File: config.mk
export PLATFORM = sky130hd
export DESIGN_NAME = led_blink_pattern_sequencer
export DESIGN_NICKNAME = d
export VERILOG_FILES = /design/src/design/lbps_pkg.sv /design/src/design/lbps_core.sv /design/src/design/lbps_out_buf.sv /design/src/design/led_blink_pattern_sequencer.sv
export SDC_FILE = /design/constraint.sdc
export NUM_CORES = 1
export LEC_CHECK = 0
export CAP_MARGIN = 20
export CORE_ASPECT_RATIO = 1.2
export CORE_MARGIN = 2
export CORE_UTILIZATION = 50
export CTS_CLUSTER_DIAMETER = 50
export CTS_CLUSTER_SIZE = 25
export DETAILED_ROUTE_END_ITERATION = 8
export DONT_BUFFER_PORTS = 1
export PLACE_DENSITY = 0.73
export SLEW_MARGIN = 40
export SYNTH_ARGS = -nofsm -noshare
export SYNTH_HDL_FRONTEND = slang
export SYNTH_SLANG_ARGS = --single-unit
File: constraint.sdc
create_clock -name clk_i -period 20.8 [get_ports clk_i]
set_clock_uncertainty 0.05 [all_clocks]
set_input_delay 2.08 -clock clk_i [delete_from_list [all_inputs] [get_ports clk_i]]
set_output_delay 2.08 -clock clk_i [all_outputs]
set_load 0.005 [all_outputs]
File: src/design/lbps_pkg.sv
`default_nettype none

package lbps_pkg;

  localparam int unsigned NumPatterns = 8;
  localparam int unsigned PatW        = 40;
  localparam int unsigned PatIdxW     = $clog2(NumPatterns);
  localparam int unsigned NumPins     = 3;

  typedef logic [PatW-1:0]    pat_word_t;
  typedef logic [PatIdxW-1:0] pat_idx_t;
  typedef logic [NumPins-1:0] pins_t;

  localparam pat_word_t PatDefault [NumPatterns] = '{
    40'd50397441, 40'd50398465, 40'd67174660, 40'd83951874,
    40'd4278848001, 40'd4278848014, 40'd16855556, 40'd42983885319
  };

  // opcodes
  localparam logic OP_TICK   = 1'b0;
  localparam logic OP_SELECT = 1'b1;

  // color/mode byte
  localparam logic [1:0] MODE_ALL  = 2'd0;
  localparam logic [1:0] MODE_EDGE = 2'd1;

  localparam logic [3:0] SEL_STOP       = 4'd0;
  localparam logic [7:0] REPEAT_FOREVER = 8'hFF;
  localparam pins_t      PINS_OFF       = '1;

  typedef enum logic [2:0] {
    PH_ON    = 3'b001,
    PH_OFF   = 3'b010,
    PH_DELAY = 3'b100
  } phase_e;

  typedef struct packed {
    logic       opcode;
    logic [3:0] pattern_select;
  } lbps_in_t;

  typedef struct packed {
    logic red_pin;
    logic green_pin;
    logic blue_pin;
    logic running;
  } lbps_out_t;

  // active low: clear a bit to light it
  function automatic pins_t light_on(pins_t pins, logic [7:0] cm);
    pins_t res;
    res = pins;
    case (cm[4:3])
      MODE_ALL: res = pins & ~cm[2:0];
      MODE_EDGE: begin
        if (cm[0])      res = pins & 3'b110;
        else if (cm[1]) res = pins & 3'b101;
        else if (cm[2]) res = pins & 3'b011;
      end
      default: res = pins;
    endcase
    return res;
  endfunction

  function automatic pins_t light_off(pins_t pins, logic [7:0] cm);
    pins_t res;
    res = pins;
    case (cm[4:3])
      MODE_ALL: res = pins | cm[2:0];
      MODE_EDGE: begin
        if (cm[2])      res = pins | 3'b100;
        else if (cm[1]) res = pins | 3'b010;
        else if (cm[0]) res = pins | 3'b001;
      end
      default: res = pins;
    endcase
    return res;
  endfunction

endpackage

`default_nettype wire

File: src/design/lbps_core.sv
`default_nettype none

module lbps_core (
  input  wire logic                clk_i,
  input  wire logic                rst_ni,
  input  wire logic                cfg_we_i,
  input  wire lbps_pkg::pat_idx_t  cfg_idx_i,
  input  wire lbps_pkg::pat_word_t cfg_data_i,
  input  wire logic                step_i,
  input  wire lbps_pkg::lbps_in_t  item_i,
  output lbps_pkg::lbps_out_t      res_o
);
  import lbps_pkg::*;

  pat_word_t  pat_q [NumPatterns];
  logic       active_q, active_d;
  phase_e     phase_q, phase_d;
  logic       pend_on_q, pend_on_d;
  logic       pend_off_q, pend_off_d;
  logic [7:0] tick_q, tick_d;
  logic [7:0] rep_q, rep_d;
  logic [3:0] cur_q, cur_d;
  pins_t      pins_q, pins_d;

  pat_word_t  word;
  logic [7:0] cm, on_len, off_len, rep_len, dly_len;
  logic [3:0] cur_m1;

  assign cur_m1  = cur_q - 4'd1;
  assign word    = pat_q[cur_m1[PatIdxW-1:0]];
  assign cm      = word[7:0];
  assign on_len  = word[15:8];
  assign off_len = word[23:16];
  assign rep_len = word[31:24];
  assign dly_len = word[39:32];

  always_comb begin
    active_d   = active_q;
    phase_d    = phase_q;
    pend_on_d  = pend_on_q;
    pend_off_d = pend_off_q;
    tick_d     = tick_q;
    rep_d      = rep_q;
    cur_d      = cur_q;
    pins_d     = pins_q;
    if (step_i) begin
      if (item_i.opcode == OP_TICK) begin
        if (active_q) begin
          // finished phases fall through within one beat
          if (phase_d == PH_ON) begin
            if (pend_on_d) begin
              pins_d    = light_on(pins_d, cm);
              pend_on_d = 1'b0;
            end
            tick_d = tick_d + 8'd1;
            if (tick_d >= on_len) begin
              tick_d     = '0;
              phase_d    = PH_OFF;
              pend_off_d = 1'b1;
            end
          end
          if (phase_d == PH_OFF) begin
            if (pend_off_d) begin
              pins_d     = light_off(pins_d, cm);
              pend_off_d = 1'b0;
            end
            tick_d = tick_d + 8'd1;
            if (tick_d >= off_len) begin
              tick_d  = '0;
              phase_d = PH_DELAY;
            end
          end
          if (phase_d == PH_DELAY) begin
            tick_d = tick_d + 8'd1;
            if (tick_d >= dly_len) begin
              tick_d = '0;
              rep_d  = rep_d + 8'd1;
              if (rep_d >= rep_len && rep_len != REPEAT_FOREVER) begin
                cur_d      = '0;
                rep_d      = '0;
                active_d   = 1'b0;
                pend_on_d  = 1'b0;
                pend_off_d = 1'b0;
                pins_d     = PINS_OFF;
              end else begin
                phase_d   = PH_ON;
                pend_on_d = 1'b1;
              end
            end
          end
        end
      end else if (item_i.pattern_select == SEL_STOP) begin
        cur_d      = '0;
        rep_d      = '0;
        tick_d     = '0;
        active_d   = 1'b0;
        pend_on_d  = 1'b0;
        pend_off_d = 1'b0;
        pins_d     = PINS_OFF;
      end else if (item_i.pattern_select <= 4'(NumPatterns)) begin
        cur_d   = item_i.pattern_select;
        phase_d = PH_ON;
        if (!active_q) begin
          active_d  = 1'b1;
          pend_on_d = 1'b1;
        end else begin
          // switch pattern, pins keep their levels
          rep_d      = '0;
          tick_d     = '0;
          pend_on_d  = 1'b0;
          pend_off_d = 1'b0;
        end
      end
    end
    res_o.red_pin   = pins_d[0];
    res_o.green_pin = pins_d[1];
    res_o.blue_pin  = pins_d[2];
    res_o.running   = active_d;
  end

  always_ff @(posedge clk_i or negedge rst_ni) begin
    if (!rst_ni) begin
      pat_q <= PatDefault;
    end else if (cfg_we_i) begin
      pat_q[cfg_idx_i] <= cfg_data_i;
    end
  end

  always_ff @(posedge clk_i or negedge rst_ni) begin
    if (!rst_ni) begin
      active_q   <= 1'b0;
      phase_q    <= PH_ON;
      pend_on_q  <= 1'b0;
      pend_off_q <= 1'b0;
      tick_q     <= '0;
      rep_q      <= '0;
      cur_q      <= '0;
      pins_q     <= PINS_OFF;
    end else begin
      active_q   <= active_d;
      phase_q    <= phase_d;
      pend_on_q  <= pend_on_d;
      pend_off_q <= pend_off_d;
      tick_q     <= tick_d;
      rep_q      <= rep_d;
      cur_q      <= cur_d;
      pins_q     <= pins_d;
    end
  end

endmodule

`default_nettype wire

File: src/design/lbps_out_buf.sv
`default_nettype none

// two-entry result buffer; slot 0 is the head
module lbps_out_buf (
  input  wire logic                clk_i,
  input  wire logic                rst_ni,
  input  wire logic                push_i,
  input  wire lbps_pkg::lbps_out_t push_data_i,
  output logic                     full_o,
  output logic                     out_valid_o,
  input  wire logic                out_ready_i,
  output lbps_pkg::lbps_out_t      out_data_o
);
  import lbps_pkg::*;

  logic [1:0] cnt_q, cnt_d;
  lbps_out_t  slot0_q, slot0_d;
  lbps_out_t  slot1_q, slot1_d;
  logic       pop;

  assign pop         = out_valid_o && out_ready_i;
  assign out_valid_o = (cnt_q != 2'd0);
  assign full_o      = (cnt_q == 2'd2);
  assign out_data_o  = slot0_q;

  always_comb begin
    cnt_d   = cnt_q;
    slot0_d = slot0_q;
    slot1_d = slot1_q;
    case (cnt_q)
      2'd0: begin
        if (push_i) begin
          slot0_d = push_data_i;
          cnt_d   = 2'd1;
        end
      end
      2'd1: begin
        if (push_i && pop) begin
          slot0_d = push_data_i;
        end else if (push_i) begin
          slot1_d = push_data_i;
          cnt_d   = 2'd2;
        end else if (pop) begin
          cnt_d = 2'd0;
        end
      end
      2'd2: begin
        if (pop) begin
          slot0_d = slot1_q;
          cnt_d   = 2'd1;
        end
      end
      default: cnt_d = 2'd0;
    endcase
  end

  always_ff @(posedge clk_i or negedge rst_ni) begin
    if (!rst_ni) begin
      cnt_q <= '0;
    end else begin
      cnt_q <= cnt_d;
    end
  end

  always_ff @(posedge clk_i) begin
    slot0_q <= slot0_d;
    slot1_q <= slot1_d;
  end

endmodule

`default_nettype wire

File: src/design/led_blink_pattern_sequencer.sv
// LED blink pattern sequencer.
// Input channel (in_valid_i/in_ready_o/in_data_i): one beat is either a tick
// or a pattern select. Output channel (out_valid_o/out_ready_i/out_data_o):
// exactly one beat per input beat, carrying the active-low red/green/blue
// pin levels and the running flag after that item's update.
// An item's result is offered on the cycle after it is accepted if the
// output buffer was empty. Throughput: one item per cycle while in_ready_o
// is high; the whole state update runs in the accept cycle and its result
// lands in a two-entry output buffer. When the receiver stalls, the buffer
// holds up to two results; in_ready_o drops only while both entries are
// occupied and rises again on the first output beat taken.
// Pattern registers are written through cfg_we_i/cfg_idx_i/cfg_data_i
// (index 0 = pattern 1); write only while no item is in flight.
// Reset: pattern registers return to their default words, the sequencer is
// stopped, all pins read 1 (LEDs off) and the output buffer is empty.
`default_nettype none

module led_blink_pattern_sequencer (
  input  wire logic                clk_i,
  input  wire logic                rst_ni,
  input  wire logic                cfg_we_i,
  input  wire lbps_pkg::pat_idx_t  cfg_idx_i,
  input  wire lbps_pkg::pat_word_t cfg_data_i,
  input  wire logic                in_valid_i,
  output logic                     in_ready_o,
  input  wire lbps_pkg::lbps_in_t  in_data_i,
  output logic                     out_valid_o,
  input  wire logic                out_ready_i,
  output lbps_pkg::lbps_out_t      out_data_o
);
  import lbps_pkg::*;

  logic      in_acc;
  logic      buf_full;
  lbps_out_t res;

  assign in_ready_o = !buf_full;
  assign in_acc     = in_valid_i && in_ready_o;

  lbps_core u_core (
    .clk_i      (clk_i),
    .rst_ni     (rst_ni),
    .cfg_we_i   (cfg_we_i),
    .cfg_idx_i  (cfg_idx_i),
    .cfg_data_i (cfg_data_i),
    .step_i     (in_acc),
    .item_i     (in_data_i),
    .res_o      (res)
  );

  lbps_out_buf u_out_buf (
    .clk_i       (clk_i),
    .rst_ni      (rst_ni),
    .push_i      (in_acc),
    .push_data_i (res),
    .full_o      (buf_full),
    .out_valid_o (out_valid_o),
    .out_ready_i (out_ready_i),
    .out_data_o  (out_data_o)
  );

  // a stopped sequencer always shows all LEDs dark
  a_stopped_dark: assert property (@(posedge clk_i) disable iff (!rst_ni)
    out_valid_o && !out_data_o.running |->
      out_data_o.red_pin && out_data_o.green_pin && out_data_o.blue_pin)
    else $error("stopped sequencer with a lit pin");

  // a stop command clears the running flag in its own result
  a_stop_result: assert property (@(posedge clk_i) disable iff (!rst_ni)
    in_acc && in_data_i.opcode == OP_SELECT && in_data_i.pattern_select == SEL_STOP
      |-> !res.running)
    else $error("stop command left sequencer running");

  // an accepted beat into an empty buffer is offered on the next cycle
  a_latency: assert property (@(posedge clk_i) disable iff (!rst_ni)
    in_acc && !out_valid_o |=> out_valid_o && out_data_o == $past(res))
    else $error("result not offered one cycle after accept");

endmodule

`default_nettype wire
==> out/metrics.yaml <==
holdPathStages: 1
cts_buffer_depth: 3
async_reset_ff_share_pct: 97.6
worstPathMaxFanout: 30
status: "finished clean"
grt_pass1_vias: 10300
core_area_sq_mm: 0.0332
cts_setup_buffers: 0
num_vias: 9815
finalCritPeriodShare_pct: 52.5
drive_gt1_share_pct: 45.8
gr-total-overflow: 0
numPortBuffers: 0
setup_tns_ns: 0
hold_path.class: "flip-flop to flip-flop"
ctsResizeCount: 0
p_leak_uw: 0.00749
drv_cap: 0
yosys_warnings: 0
path_clk_slew_ns: 0.08
arrival_ns: 11.17
yosysSeqAreaShare_pct: 50.3
viasPerCell: 5.99
ios: 59
gp_congestion: 0.924
syn_inst: 1185
fmax_ghz: 0.0916
final_common_cell: "mux2_2"
syn2layout_area_growth_pct: 8.44
ys_seq_elements: 334
cp-end-kind: "flip-flop"
dp_slack_ns: 9.88
cts_tree: "done"
min_period_ns: 10.92
die_area_sq_mm: 0.0352
start_kind: "flip-flop"
reg2reg_to: "u_out_buf.out_data_o[2]"
drc: 0
irDropWorstVdd_v: 0.0000759
required_ns: 21.05
cts_root_buf: "clkbuf_16"
num-nets-final: 1257
hpwl_um: 21100
grt_max_degree: 327
final_cell_mix: "mux2_2 (308), dfrtp_1 (257), mux4_2 (74), dfstp_2 (68), nand2_1 (55)"
die_y_um: 205
r2r_setup_slack_ns: 9.88
tightestPinTransition_ns: 1.04
hold_viol: 0
numCtsBuffers: 28
r2r-start: "u_core.cur_q[0]"
relSlewSlack_pct: 30.4
critPathSlowestCell: "dfrtp_4"
synth_area_sq_mm: 0.0169
rsz0062_at_grt: "no"
syn-num-nets: 1275
synth_top_flop_cell: "dfrtp_1"
synth_area_per_cell_sq_um: 14.2
total_power_uw: 2240
finalMaxSlewViolations: 0
drt_iter0_drc: 563
fin_ws_ns: 9.88
ctsHoldBuffers: 0
clk_latency_ns: 0.56
ant_nets: 0
wl_um: 35000
antenna_cells: 0
grt_first_pass_wirelength_um: 56600
synth_edf_count: 8
finalSetupViolCount: 0
cts_sinks: 334
crit_top_cell: "ha_1"
crit_type: "flip-flop to flip-flop"
power.density_mw_per_mm2: 123
min_from: "u_core.pend_off_q"
reg2regPathDepth: 32
routedWlPerCell_um: 21.3
antenna_found_initial: 0
max_stage_delay_ns: 0.70
start_util_pct: 50.9
dieWidth_um: 172
hold_end: "u_core.pend_off_q"
synth_cell_types: 80
firstDrtPassIters: 5
grtUsageTotal_pct: 20.5
fp-row-count: 73
cts_max_level: 1
report_power, final:
group	switching, uW	internal (uW)
Clock	269	270
Sequential	79.8	814
Combinational	389	423
Total	737	1510
Yosys cell counts, types with 3 or more instances:
| library cell | count | area share [%] |
|---|---|---|
| a211oi_1 | 3 | 0.13 |
| a21o_1 | 7 | 0.31 |
| a21oi_1 | 13 | 0.39 |
| a32o_1 | 7 | 0.42 |
| and2_1 | 5 | 0.19 |
| and3_1 | 12 | 0.45 |
| buf_1 | 6 | 0.13 |
| buf_2 | 7 | 0.21 |
| clkbuf_1 | 47 | 1.0 |
| dfrtp_1 | 258 | 38 |
| dfstp_2 | 68 | 11 |
| edfxtp_1 | 8 | 1.4 |
| ha_1 | 37 | 2.7 |
| inv_1 | 10 | 0.22 |
| mux2_2 | 308 | 21 |
| mux2i_1 | 32 | 1.9 |
| mux4_2 | 74 | 9.9 |
| nand2_1 | 55 | 1.2 |
| nand2b_1 | 19 | 0.70 |
| nand3_1 | 16 | 0.47 |
| nand4_1 | 9 | 0.33 |
| nand4b_1 | 3 | 0.16 |
| nor2_1 | 22 | 0.49 |
| nor2b_1 | 5 | 0.19 |
| nor3_1 | 5 | 0.15 |
| nor3b_1 | 4 | 0.18 |
| o2111ai_1 | 4 | 0.21 |
| o211ai_1 | 4 | 0.18 |
| o211ai_2 | 3 | 0.22 |
| o21a_1 | 8 | 0.36 |
| o21ai_0 | 27 | 0.80 |
| o21ai_1 | 4 | 0.12 |
| o31ai_1 | 7 | 0.31 |
| or3_1 | 3 | 0.11 |
| xnor2_1 | 17 | 0.88 |
| xor2_1 | 11 | 0.57 |
routing by layer:
metal  up-vias  wire, um  global-route usage (%)
li1       4429         -                       -
met1      5173     15300                    27.4
met2       162     17400                    35.3
met3        51      1550                    3.36
met4         0       657                    4.66
met5         -         0                       0
sequential cells by signal, indices dropped and copies added (netlist names), 3 cells and up:
signal	flops
u_core.cur_q	3
u_core.pat_q	296
u_core.phase_q	3
u_core.pins_q	3
u_core.rep_q	8
u_core.tick_q	8
u_out_buf.out_data_o	4
u_out_buf.slot1_q	4
per-stage QoR:
step	cell area (sq um)	hold slack, ns	cells	util (%)
floorplan	16900	0.402	1185	-
global placement	17300	0.419	1587	52.3
detailed placement	17300	0.431	1587	52.3
CTS	18300	0.452	1639	55.1
global route	18300	0.465	1639	55.1
finish	18300	0.451	1639	55.1
how the worst max path moves through the flow:
| stage | start | to | slack [ns] | depth (start not counted) |
|---|---|---|---|---|
| detailed placement | u_core.cur_q[0] | u_out_buf.out_data_o[2] | 9.88 | 32 |
| global route | u_core.cur_q[0] | u_out_buf.out_data_o[2] | 9.01 | 32 |
| CTS | u_core.cur_q[0] | u_out_buf.out_data_o[2] | 9.83 | 32 |
| finish | u_core.cur_q[0] | u_out_buf.out_data_o[2] | 9.88 | 32 |
| floorplan | u_core.cur_q[0] | u_out_buf.out_data_o[2] | 10.48 | 41 |
| global placement | u_core.cur_q[0] | u_core.rep_q[0] | 9.84 | 32 |
worst max-delay path: cells and delay by family, from the launching register on:
kind            cells  cell delay [ns]
compound gates     13             4.07
fa+ha+maj           5             1.49
xor+xnor            2             0.44
flops               1             0.70
buf+inv             2             1.21
simple gates        7             1.51
mux                 3             1.14
cell families after synthesis:
| family | Yosys count | synth area share, % |
|---|---|---|
| flip-flops | 334 | 50.3 |
| XOR/XNOR | 28 | 1.45 |
| adder cells (fa/ha/maj) | 37 | 2.75 |
| buffers and inverters | 73 | 1.79 |
| AND/OR/NAND/NOR | 176 | 5.63 |
| multiplexers | 414 | 32.4 |
| AO/OA/AOI/OAI | 123 | 5.71 |
final cells by class:
| class | count | area (sq um) |
|---|---|---|
| Clock buffer | 32 | 737 |
| Inverter | 10 | 37.5 |
| Sequential cell | 334 | 8490 |
| Clock inverter | 20 | 211 |
| Multi-Input combinational cell | 778 | 8140 |
| Timing Repair Buffer | 15 | 113 |
| Tap cell | 450 | 563 |
| Fill cell | 2713 | 14900 |
No activity file was read; power rests on OpenSTA's default activity.
